File: src/design/mdc_pkg.sv
// ----------------------------------------------------------------------------
// mdc_pkg
// Types and constants shared by the door controller modules.
// ----------------------------------------------------------------------------
package mdc_pkg;

  typedef enum logic [1:0] {
    MODE_CLOSED   = 2'd0,
    MODE_OPEN     = 2'd1,
    MODE_RISING   = 2'd2,
    MODE_LOWERING = 2'd3
  } mode_t;

  typedef enum logic [2:0] {
    OP_TICK    = 3'd0,
    OP_ENCODER = 3'd1,
    OP_OPEN    = 3'd2,
    OP_CLOSE   = 3'd3,
    OP_HOME    = 3'd4,
    OP_SET_POS = 3'd5
  } opcode_t;

  localparam logic [2:0] REG_OPEN_HEIGHT = 3'd0;
  localparam logic [2:0] REG_STEPS_CM    = 3'd1;
  localparam logic [2:0] REG_TIMEOUT     = 3'd2;
  localparam logic [2:0] REG_MIN_SPEED   = 3'd3;
  localparam logic [2:0] REG_MAX_SPEED   = 3'd4;
  localparam logic [2:0] REG_LIMIT_SW    = 3'd5;
  localparam logic [2:0] REG_REVERSE     = 3'd6;

  localparam logic [6:0]  RAMP_LIMIT    = 7'd120;
  localparam logic [9:0]  MS_PER_SECOND = 10'd1000;
  localparam logic [23:0] POS_MAX       = 24'h7FFFFF;
  localparam logic [23:0] POS_MIN       = 24'h800000;

  typedef struct packed {
    logic [7:0]  min_speed;
    logic [7:0]  max_speed;
    logic        limit_switch_present;
    logic        reverse_direction;
    logic [19:0] bottom;
    logic [21:0] timeout_load;
  } cfg_t;

  typedef struct packed {
    logic signed [23:0] position;
    logic [1:0]         door_state;
    logic [7:0]         pwm_duty;
    logic               bridge_enable;
    logic               bridge_in2;
    logic               bridge_in1;
  } result_t;

endpackage

File: src/design/mdc_cfg_regs.sv
// ----------------------------------------------------------------------------
// mdc_cfg_regs
// Configuration register file with registered travel and timeout products.
// ----------------------------------------------------------------------------
module mdc_cfg_regs (
  input  logic          clk,
  input  logic          rst,
  input  logic          wr_en,
  input  logic [2:0]    wr_index,
  input  logic [11:0]   wr_data,
  output mdc_pkg::cfg_t cfg
);

  logic [9:0]  open_height_cm;
  logic [9:0]  steps_per_cm;
  logic [11:0] timeout_seconds;
  logic [7:0]  min_speed;
  logic [7:0]  max_speed;
  logic        limit_switch_present;
  logic        reverse_direction;
  logic [19:0] bottom;
  logic [21:0] timeout_load;

  always_ff @(posedge clk) begin
    if (rst) begin
      open_height_cm       <= '0;
      steps_per_cm         <= '0;
      timeout_seconds      <= '0;
      min_speed            <= '0;
      max_speed            <= 8'hFF;
      limit_switch_present <= 1'b0;
      reverse_direction    <= 1'b0;
    end else if (wr_en) begin
      unique case (wr_index)
        mdc_pkg::REG_OPEN_HEIGHT: open_height_cm       <= wr_data[9:0];
        mdc_pkg::REG_STEPS_CM:    steps_per_cm         <= wr_data[9:0];
        mdc_pkg::REG_TIMEOUT:     timeout_seconds      <= wr_data;
        mdc_pkg::REG_MIN_SPEED:   min_speed            <= wr_data[7:0];
        mdc_pkg::REG_MAX_SPEED:   max_speed            <= wr_data[7:0];
        mdc_pkg::REG_LIMIT_SW:    limit_switch_present <= wr_data[0];
        mdc_pkg::REG_REVERSE:     reverse_direction    <= wr_data[0];
        default: begin
        end
      endcase
    end
  end

  // registered products; the user must write only while idle (not enforced)
  always_ff @(posedge clk) begin
    if (rst) begin
      bottom       <= '0;
      timeout_load <= '0;
    end else begin
      bottom       <= 20'(open_height_cm) * 20'(steps_per_cm);
      timeout_load <= 22'(timeout_seconds) * 22'(mdc_pkg::MS_PER_SECOND);
    end
  end

  assign cfg.min_speed            = min_speed;
  assign cfg.max_speed            = max_speed;
  assign cfg.limit_switch_present = limit_switch_present;
  assign cfg.reverse_direction    = reverse_direction;
  assign cfg.bottom               = bottom;
  assign cfg.timeout_load         = timeout_load;

endmodule

File: src/design/mdc_core.sv
// ----------------------------------------------------------------------------
// mdc_core
// Door state, position, ramp and timeout update, one event per cycle while fire is high.
// ----------------------------------------------------------------------------
module mdc_core (
  input  logic               clk,
  input  logic               rst,
  input  logic               fire,
  input  logic [2:0]         opcode,
  input  logic               limit_not_reached,
  input  logic signed [23:0] position_value,
  input  mdc_pkg::cfg_t      cfg,
  output mdc_pkg::result_t   result
);

  mdc_pkg::mode_t     door_mode, door_mode_next;
  logic signed [23:0] position_count, position_count_next;
  logic [7:0]         speed, speed_next;
  logic [6:0]         ramp_ms, ramp_ms_next;
  logic [21:0]        timeout_ms_left, timeout_ms_left_next;
  logic               homing, homing_next;

  always_ff @(posedge clk) begin
    if (rst) begin
      door_mode       <= mdc_pkg::MODE_CLOSED;
      position_count  <= '0;
      speed           <= '0;
      ramp_ms         <= '0;
      timeout_ms_left <= '0;
      homing          <= 1'b0;
    end else if (fire) begin
      door_mode       <= door_mode_next;
      position_count  <= position_count_next;
      speed           <= speed_next;
      ramp_ms         <= ramp_ms_next;
      timeout_ms_left <= timeout_ms_left_next;
      homing          <= homing_next;
    end
  end

  always_comb begin
    logic       moving;
    logic [6:0] ramp_inc;
    logic       expired;
    moving               = (door_mode == mdc_pkg::MODE_RISING) ||
                           (door_mode == mdc_pkg::MODE_LOWERING);
    ramp_inc             = ramp_ms + 7'd1;
    door_mode_next       = door_mode;
    position_count_next  = position_count;
    speed_next           = speed;
    ramp_ms_next         = ramp_ms;
    timeout_ms_left_next = timeout_ms_left;
    homing_next          = homing;

    case (opcode)
      mdc_pkg::OP_TICK: begin
        if (door_mode == mdc_pkg::MODE_RISING && timeout_ms_left != '0)
          timeout_ms_left_next = timeout_ms_left - 22'd1;
        if (moving && speed < cfg.max_speed) begin
          if (ramp_inc > mdc_pkg::RAMP_LIMIT) begin
            speed_next   = speed + 8'd1;
            ramp_ms_next = '0;
          end else begin
            ramp_ms_next = ramp_inc;
          end
        end
      end
      mdc_pkg::OP_ENCODER: begin
        if (door_mode == mdc_pkg::MODE_RISING || door_mode == mdc_pkg::MODE_OPEN) begin
          if (position_count != mdc_pkg::POS_MIN)
            position_count_next = position_count - 24'sd1;
        end else if (position_count != mdc_pkg::POS_MAX) begin
          position_count_next = position_count + 24'sd1;
        end
      end
      mdc_pkg::OP_OPEN: begin
        if (door_mode == mdc_pkg::MODE_CLOSED) begin
          door_mode_next       = mdc_pkg::MODE_RISING;
          speed_next           = cfg.min_speed;
          ramp_ms_next         = '0;
          timeout_ms_left_next = cfg.timeout_load;
          homing_next          = 1'b0;
        end
      end
      mdc_pkg::OP_CLOSE: begin
        if (door_mode == mdc_pkg::MODE_OPEN) begin
          door_mode_next = mdc_pkg::MODE_LOWERING;
          speed_next     = cfg.min_speed;
          ramp_ms_next   = '0;
        end
      end
      mdc_pkg::OP_HOME: begin
        door_mode_next       = mdc_pkg::MODE_RISING;
        speed_next           = cfg.min_speed;
        ramp_ms_next         = '0;
        timeout_ms_left_next = cfg.timeout_load;
        homing_next          = 1'b1;
      end
      mdc_pkg::OP_SET_POS: position_count_next = position_value;
      default: begin
      end
    endcase

    // stop checks run after every event
    expired = (timeout_ms_left_next == '0);
    if (door_mode_next == mdc_pkg::MODE_RISING) begin
      if (homing_next || cfg.limit_switch_present) begin
        if (!limit_not_reached || expired) begin
          door_mode_next      = mdc_pkg::MODE_OPEN;
          position_count_next = '0;
          homing_next         = 1'b0;
        end
      end else if (position_count_next <= 24'sd0 || expired) begin
        door_mode_next = mdc_pkg::MODE_OPEN;
      end
    end else if (door_mode_next == mdc_pkg::MODE_LOWERING) begin
      if (position_count_next >= $signed({4'b0000, cfg.bottom}))
        door_mode_next = mdc_pkg::MODE_CLOSED;
    end
  end

  always_comb begin
    result.position      = position_count_next;
    result.door_state    = door_mode_next;
    result.bridge_in1    = 1'b1;
    result.bridge_in2    = 1'b1;
    result.bridge_enable = 1'b0;
    result.pwm_duty      = '0;
    if (door_mode_next == mdc_pkg::MODE_RISING) begin
      result.bridge_in1    = !cfg.reverse_direction;
      result.bridge_in2    = cfg.reverse_direction;
      result.bridge_enable = 1'b1;
      result.pwm_duty      = speed_next;
    end else if (door_mode_next == mdc_pkg::MODE_LOWERING) begin
      result.bridge_in1    = cfg.reverse_direction;
      result.bridge_in2    = !cfg.reverse_direction;
      result.bridge_enable = 1'b1;
      result.pwm_duty      = speed_next;
    end
  end

endmodule

File: src/design/motorized_door_controller.sv
// ----------------------------------------------------------------------------
// motorized_door_controller
// Door motor controller: events in, bridge drive and door status out.
// ----------------------------------------------------------------------------
//  channel  | direction | contents
//  s_axis   | in        | tuser: opcode; tdata: limit_not_reached, position_value
//  m_axis   | out       | tdata: in1, in2, enable, pwm_duty, door_state, position
//  cfg      | in        | register index and write data, always ready
//
//  One item per cycle while m_axis does not stall; an accepted s_axis item goes
//  through the input register, then the state update feeding the result register.
//  Reset is synchronous and returns the door to closed at position zero.
//  A stalled m_axis holds its item; the input register keeps taking one more.
// ----------------------------------------------------------------------------
module motorized_door_controller (
  input  logic        clk,
  input  logic        rst,
  input  logic        s_axis_tvalid,
  output logic        s_axis_tready,
  input  logic [31:0] s_axis_tdata,   // limit_not_reached, position_value[23:0]
  input  logic [2:0]  s_axis_tuser,   // opcode
  output logic        m_axis_tvalid,
  input  logic        m_axis_tready,
  output logic [39:0] m_axis_tdata,   // in1, in2, enable, pwm_duty[7:0],
                                      // door_state[1:0], position[23:0]
  input  logic        cfg_valid,
  output logic        cfg_ready,
  input  logic [2:0]  cfg_index,
  input  logic [11:0] cfg_data
);

  logic               in_valid;
  logic [2:0]         in_opcode;
  logic               in_limit;
  logic signed [23:0] in_position;
  logic               advance;
  logic               out_valid;
  logic [39:0]        out_data;
  mdc_pkg::cfg_t      cfg;
  mdc_pkg::result_t   result;

  assign cfg_ready     = 1'b1;
  assign advance       = in_valid && (!out_valid || m_axis_tready);
  assign s_axis_tready = !in_valid || advance;

  always_ff @(posedge clk) begin
    if (rst) begin
      in_valid <= 1'b0;
    end else if (s_axis_tvalid && s_axis_tready) begin
      in_valid <= 1'b1;
    end else if (advance) begin
      in_valid <= 1'b0;
    end
  end

  always_ff @(posedge clk) begin
    if (s_axis_tvalid && s_axis_tready) begin
      in_opcode   <= s_axis_tuser;
      in_limit    <= s_axis_tdata[0];
      in_position <= s_axis_tdata[24:1];
    end
  end

  mdc_cfg_regs u_cfg (
    .clk      (clk),
    .rst      (rst),
    .wr_en    (cfg_valid && cfg_ready),
    .wr_index (cfg_index),
    .wr_data  (cfg_data),
    .cfg      (cfg)
  );

  mdc_core u_core (
    .clk               (clk),
    .rst               (rst),
    .fire              (advance),
    .opcode            (in_opcode),
    .limit_not_reached (in_limit),
    .position_value    (in_position),
    .cfg               (cfg),
    .result            (result)
  );

  always_ff @(posedge clk) begin
    if (rst) begin
      out_valid <= 1'b0;
    end else if (advance) begin
      out_valid <= 1'b1;
    end else if (m_axis_tready) begin
      out_valid <= 1'b0;
    end
  end

  always_ff @(posedge clk) begin
    if (advance) begin
      out_data <= {3'b000, result.position, result.door_state, result.pwm_duty,
                   result.bridge_enable, result.bridge_in2, result.bridge_in1};
    end
  end

  assign m_axis_tvalid = out_valid;
  assign m_axis_tdata  = out_data;

endmodule

File: config.mk
export PLATFORM = sky130hd
export DESIGN_NAME = motorized_door_controller
export DESIGN_NICKNAME = d
export VERILOG_FILES = /design/src/design/mdc_pkg.sv /design/src/design/mdc_cfg_regs.sv /design/src/design/mdc_core.sv /design/src/design/motorized_door_controller.sv
export SDC_FILE = /design/constraint.sdc
export NUM_CORES = 1
export LEC_CHECK = 0
export BUFFER_PORTS_ARGS = -buffer_cell sky130_fd_sc_hd__buf_2
export CAP_MARGIN = 0
export CORE_MARGIN = 1
export CORE_UTILIZATION = 55
export CTS_CLUSTER_SIZE = 24
export DETAILED_ROUTE_END_ITERATION = 8
export PLACE_DENSITY = 0.84
export SKIP_CTS_REPAIR_TIMING = 1
export SLEW_MARGIN = 5
export SYNTH_ARGS = -nofsm -noshare
export SYNTH_HDL_FRONTEND = slang
export SYNTH_SLANG_ARGS = --single-unit
File: constraint.sdc
create_clock -name clk -period 10.45 [get_ports clk]
set_input_delay 1.045 -clock clk [delete_from_list [all_inputs] [get_ports clk]]
set_output_delay 1.045 -clock clk [all_outputs]
set_load 0.02 [all_outputs]
Word-level counts from Yosys, hierarchy flattened. Index checks and enable logic that the tools add are counted. W data, S select, Z words.

Register bits: 223. Input bits: 55. Output and inout bits: 43. Logic and storage cells: 128.

$add $sub $neg: 5. Multipliers: 2. Magnitude comparators: 4. Equal/unequal tests: 23. Mux-type cells: 40. Reduce and logical (&&, ||, !) cells: 31.

Operators with widths (count): $mux W24 (6); $pmux W22 S3 (1); $pmux W24 S2 (1); $mux W22 (2); $mux W8 (4); $pmux W8 S4 (1); $mux W7 (4); $pmux W7 S4 (1); $add A24 B2 Y24 const B (1); $ge A24 B21 Y1 (1); $le A24 B1 Y1 const B (1); $ne A24 B23 Y1 const B (1); $ne A24 B24 Y1 const B (1); $sub A24 B2 Y24 const B (1); $logic_not A22 Y1 (1); $mux W11 (2); $reduce_bool A22 Y1 (1); $sub A22 B1 Y22 const B (1); $mul A10 B10 Y20 (1); $mul A12 B7 Y19 const B (1); $mux W2 (8); $eq A3 B3 Y1 const B (5); $reduce_and A2 Y1 (7); $eq A2 B2 Y1 const B (6); 19 further kinds (46).

Longest topological paths before layout.
Depth after elaboration: 12. Mapped depth: 23. Mapped depth without buffers: 21.

Modules after synthesis. Synthesis repeated with hierarchy kept, for this count alone.

Cells, all modules: 2135. Area total of the unflattened synthesis: 18146.2 um^2.

Modules (own cells, without submodules): mdc_cfg_regs (times used 1, cells an instance 919, area an instance 8151.6 um^2, sequential area each 1781.7 um^2); mdc_core (times used 1, cells an instance 1135, area an instance 7901.3 um^2, sequential area each 1281.2 um^2); motorized_door_controller (times used 1, cells an instance 81, area an instance 2093.3 um^2, sequential area each 1991.9 um^2).

Worst setup path after synthesis. Ideal clock, no wire load.

Path kind: register to register. From: register u_cfg.steps_per_cm[3]. To: register u_cfg.bottom[18]. Setup time: 128 ps. Data arrival time: 4848 ps. Required time: 10322 ps. Setup slack: 5474 ps. Stages on the path, launching flop included: 22. Path buffers: 1. Clock period less this slack: 4976 ps. Path through: dfxtp_1 > clkbuf_1 > nand2_1 > fa_1 > inv_1 > fa_1 > ha_1 > inv_1 > fa_1 > inv_1 > fa_1 > ha_1 > inv_1 > o21bai_1 > a21oi_1 > o21bai_1 > a21oi_1 > o21ai_0 > o41ai_1 > o21ai_0 > xnor2_1 > nor2_1.

Cells in the longest elaborated chain, start to end: 1.

Ends and longest elaborated chain: start: declaration (RTL line mdc_cfg_regs.sv:15) `logic [9:0] steps_per_cm;`; start signal: assignment (RTL line mdc_cfg_regs.sv:36) `mdc_pkg::REG_STEPS_CM: steps_per_cm <= wr_data[9:0];`; $mul A10 B10 Y20 (RTL line mdc_cfg_regs.sv:54) `bottom <= 20'(open_height_cm) * 20'(steps_per_cm);`; end signal: assignment (RTL line mdc_cfg_regs.sv:54); end: declaration (RTL line mdc_cfg_regs.sv:21) `logic [19:0] bottom;`.

No other way between the ends. A chain may end at the register's enable or synchronous reset.

==> flow_metrics.py <==
metrics = {
    "routing": {
        "wl_per_cell_um": 19.0,
        "avgViaCountPerCell": 6.23,
        "wl_um": 44500,
        "ant_nets": 0,
        "num_vias": 14627,
        "first_iter_violations": 1553,
        "first_pass_iters": 6,
        "drc_errors": 0,
    },
    "clock_tree": {
        "cts_sinks": 220,
        "h-tree-depth": 1,
        "clkTransAtPathRegs_ps": 60,
        "cts_max_path_buffers": 3,
        "root_buffer": "clkbuf_16",
        "cts_made_buffers": 24,
        "cts_tree": "yes",
        "insertion_delay_ps": 530,
    },
    "die": {
        "boundaryPins": 98,
        "start_util_pct": 56.5,
        "core_area_um2": 30000,
        "fp-row-count": 63,
        "die_x_um": 177,
        "chipHeight_um": 177,
        "die_area_um2": 31500,
    },
    "worst_setup_path": {
        "crit_fanout": 26,
        "reg2reg_from": "in_opcode[0]$_DFFE_PP_",
        "critical_path_required_ps": 10760,
        "cp_top_family": "compound AO/OA/AOI/OAI gates",
        "path_cells": "nand2b_1 -> buf_4 -> nor2_1 -> nor3_1 -> a211oi_1 -> inv_1 -> ha_1 -> o21a_1 -> o21ai_0 -> a21oi_1 -> o21a_1 -> o41ai_1 -> a31oi_1 -> o21ai_1 -> nand3_1 -> a21boi_2 -> a211oi_2",
        "path_class": "reg2reg",
        "crit_buf_inv": 2,
        "cpMostUsedCell": "o21a_1",
        "start_kind": "flop",
        "end_kind": "flop",
        "critPathArrivalTime_ps": 6270,
        "cpMaxStageDelayCell": "edfxtp_1",
        "critPathLaunch": "in_opcode[0]$_DFFE_PP_",
        "crit_path_max_incr_delay_ps": 950,
    },
    "place": {
        "dp_hpwl_um": 32700,
        "placed_cell_area_um2": 17500,
        "gp_congestion": 0.964,
        "port-buffer-count": 86,
    },
    "pwr": {
        "comb_power_share_pct": 17.1,
        "netSwitchingFraction_pct": 29.1,
        "p_leak_nw": 8.00,
        "peakVddDrop_mv": 0.119,
        "power_density_nw_per_um2": 120,
        "switchingPower_mw": 0.639,
        "cellInternalPower_mw": 1.56,
        "finalPower_mw": 2.20,
        "clock_power_share_pct": 39.6,
        "seq_power_share_pct": 43.4,
    },
    "cells_and_area": {
        "regArea_um2": 5050,
        "multiInputGateArea_um2": 10800,
        "finalInstanceArea_um2": 18300,
        "nets": 2231,
        "area_delta_synth_final_pct": 8.06,
        "drive_above_1_share_pct": 9.82,
        "fill_cells": 2490,
    },
    "synthesis": {
        "synth.distinct_cells": 102,
        "synthTopCellsByArea": "dfxtp_1 18%, fa_1 12%, edfxtp_1 12%, ha_1 10%, nand2_1 5.7%",
        "ys_seq_elements": 220,
        "synth_top_cell_area_share_pct": 18.3,
        "synth_area_um2": 16900,
        "synthCells": 1924,
        "async_flop_share_pct": 0,
        "ys_warn_count": 0,
        "synth_flop_cell": "dfxtp_1",
        "synth_edf_count": 65,
        "avgSynthCellArea_um2": 8.79,
        "synth_area_leader_cell": "dfxtp_1",
        "ys_seq_area_share_pct": 29.9,
    },
    "run": {
        "maxCapViolCount": 0,
    },
    "hold_path": {
        "hold_path_class": "reg2reg",
        "min_from": "u_cfg.min_speed[1]$_SDFFE_PP0P_",
    },
    "timing": {
        "finalHoldViolCount": 0,
        "finalSetupViolations": 0,
        "rsz0062_at_grt": "no",
        "slew_headroom_pct": 27.4,
        "max_freq_ghz": 0.168,
        "finalCritPeriodShare_pct": 57.0,
        "skew_ps": 11.0,
        "period_minus_slack_ps": 5960,
        "tightest_slew_ps": 1080,
        "tns_ps": 0,
        "slew_violations": 0,
    },
    "global_route": {
        "grt_max_degree": 94,
        "antenna_found_initial": 0,
        "overflow": 0,
        "grt_pass1_vias": 14093,
        "grt_usage_pct": 28.2,
        "grt_pass1_wl_um": 71400,
    },
    "outcome": {
        "status": "finished, final reports clean",
    },
}
[final cells by class]
class,count,area share [%]
clock inverters,13,0.719
diodes,1,0.0137
clock buffers,31,3.71
flip-flops and latches,220,27.7
repair buffers,102,3.03
well taps,390,2.67
multi-input cells,1436,59.0
inverters,154,3.16
[flip-flops by register name, summed over array words and instances (netlist names), 10 cells and up]
signal                  cells
u_cfg.timeout_seconds      12
u_cfg.bottom               20
in_position                24
u_cfg.steps_per_cm         10
u_core.timeout_ms_left     22
m_axis_tdata               37
u_cfg.timeout_load         19
u_core.position_count      24
u_cfg.open_height_cm       10
[Yosys cell counts, types with 8 or more instances]
library cell  number
o21a_1            17
edfxtp_1          65
nand4_1           24
a31oi_1           22
a21o_1            15
o31ai_1            8
fa_1             100
buf_2             10
o21bai_1          10
xnor2_1           19
o2111ai_1          8
xor2_1            15
nand2_1          257
dfxtp_1          155
and3_1            15
a211oi_1          19
or2_2              9
nor2_1           143
o211ai_1          18
ha_1             138
and4_1            10
nor2b_1           30
nand3_1           35
a21oi_1          124
a22o_1            18
mux2i_1            8
inv_1            151
nand2b_1          13
and2_1            58
o21ai_0           68
nor3_1            43
clkbuf_1          89
nor4_1            10
or3_1             15
[power by group through the flow]
stage	clock [mW]	combinational [mW]	sequential [mW]
floorplan	0	0.267	0.960
global placement	0	0.356	0.969
detailed placement	0	0.366	0.970
CTS	0.874	0.370	0.951
global route	0.912	0.409	0.956
finish	0.869	0.375	0.953
[layer usage]
metal	vias to the layer above	global-route usage (%)	routed length [µm]
li1	6792	-	-
met1	7048	38.3	18900
met2	700	46.7	20800
met3	87	3.28	3800
met4	0	9.01	979
met5	-	0	0
[kinds of logic after synthesis]
group	share of synthesized area, %
buffers and inverters	6.39
xor gates and xnor gates	1.76
and+or+nand+nor	21.3
other	0.0444
DFF	29.9
AOI/OAI and AO/OA	18.0
adders and majority gates	22.0
muxes	0.607
[worst paths after layout]
check	end	slack, ps	depth (start not counted)
min reg2reg	u_cfg.min_speed[1]$_SDFFE_PP0P_	480	2
min	u_cfg.min_speed[1]$_SDFFE_PP0P_	480	2
max reg2reg	m_axis_tdata[5]$_DFFE_PP_	4490	17
max	m_axis_tdata[5]$_DFFE_PP_	4490	17
[worst register-to-register path, cell delays in order, from the launching register on]
cell and delay [ps]:
edfxtp_1 950, nand2b_1 680, buf_4 410, nor2_1 410
nor3_1 100, a211oi_1 570, inv_1 100, ha_1 310
o21a_1 110, o21ai_0 170, a21oi_1 90, o21a_1 170
o41ai_1 350, a31oi_1 280, o21ai_1 260, nand3_1 130
a21boi_2 300, a211oi_2 350
[through the flow]
stage / utilization [%] / setup slack, ps / instances / hold slack, ps
after detailed placement: 58.3 / 4630 / 2302 / 471
after floorplan: - / 5470 / 1926 / 435
after CTS: 61.0 / 4620 / 2346 / 479
after global routing: 61.0 / 4160 / 2346 / 499
final: 61.0 / 4490 / 2347 / 481
after global placement: 58.3 / 4780 / 2302 / 454
[cells in the final DEF (no fill, tap or decap), types with 13 or more instances in the layout]
master       n
o211ai_1    18
buf_4       17
a21o_1      15
nand2b_1    13
nor2b_1     30
ha_1       138
a22o_1      18
nor2_1     143
a21oi_1    124
inv_1      151
o21a_1      17
or3_1       15
a31oi_1     22
and3_1      15
a211oi_1    19
xor2_1      15
nor3_1      42
nand4_1     24
clkbuf_16   25
dfxtp_1    155
fa_1       100
nand3_1     35
o21ai_0     68
and2_1      58
nand2_1    257
edfxtp_1    65
xnor2_1     19
buf_2       85
Power figures use the tool's default switching activity.
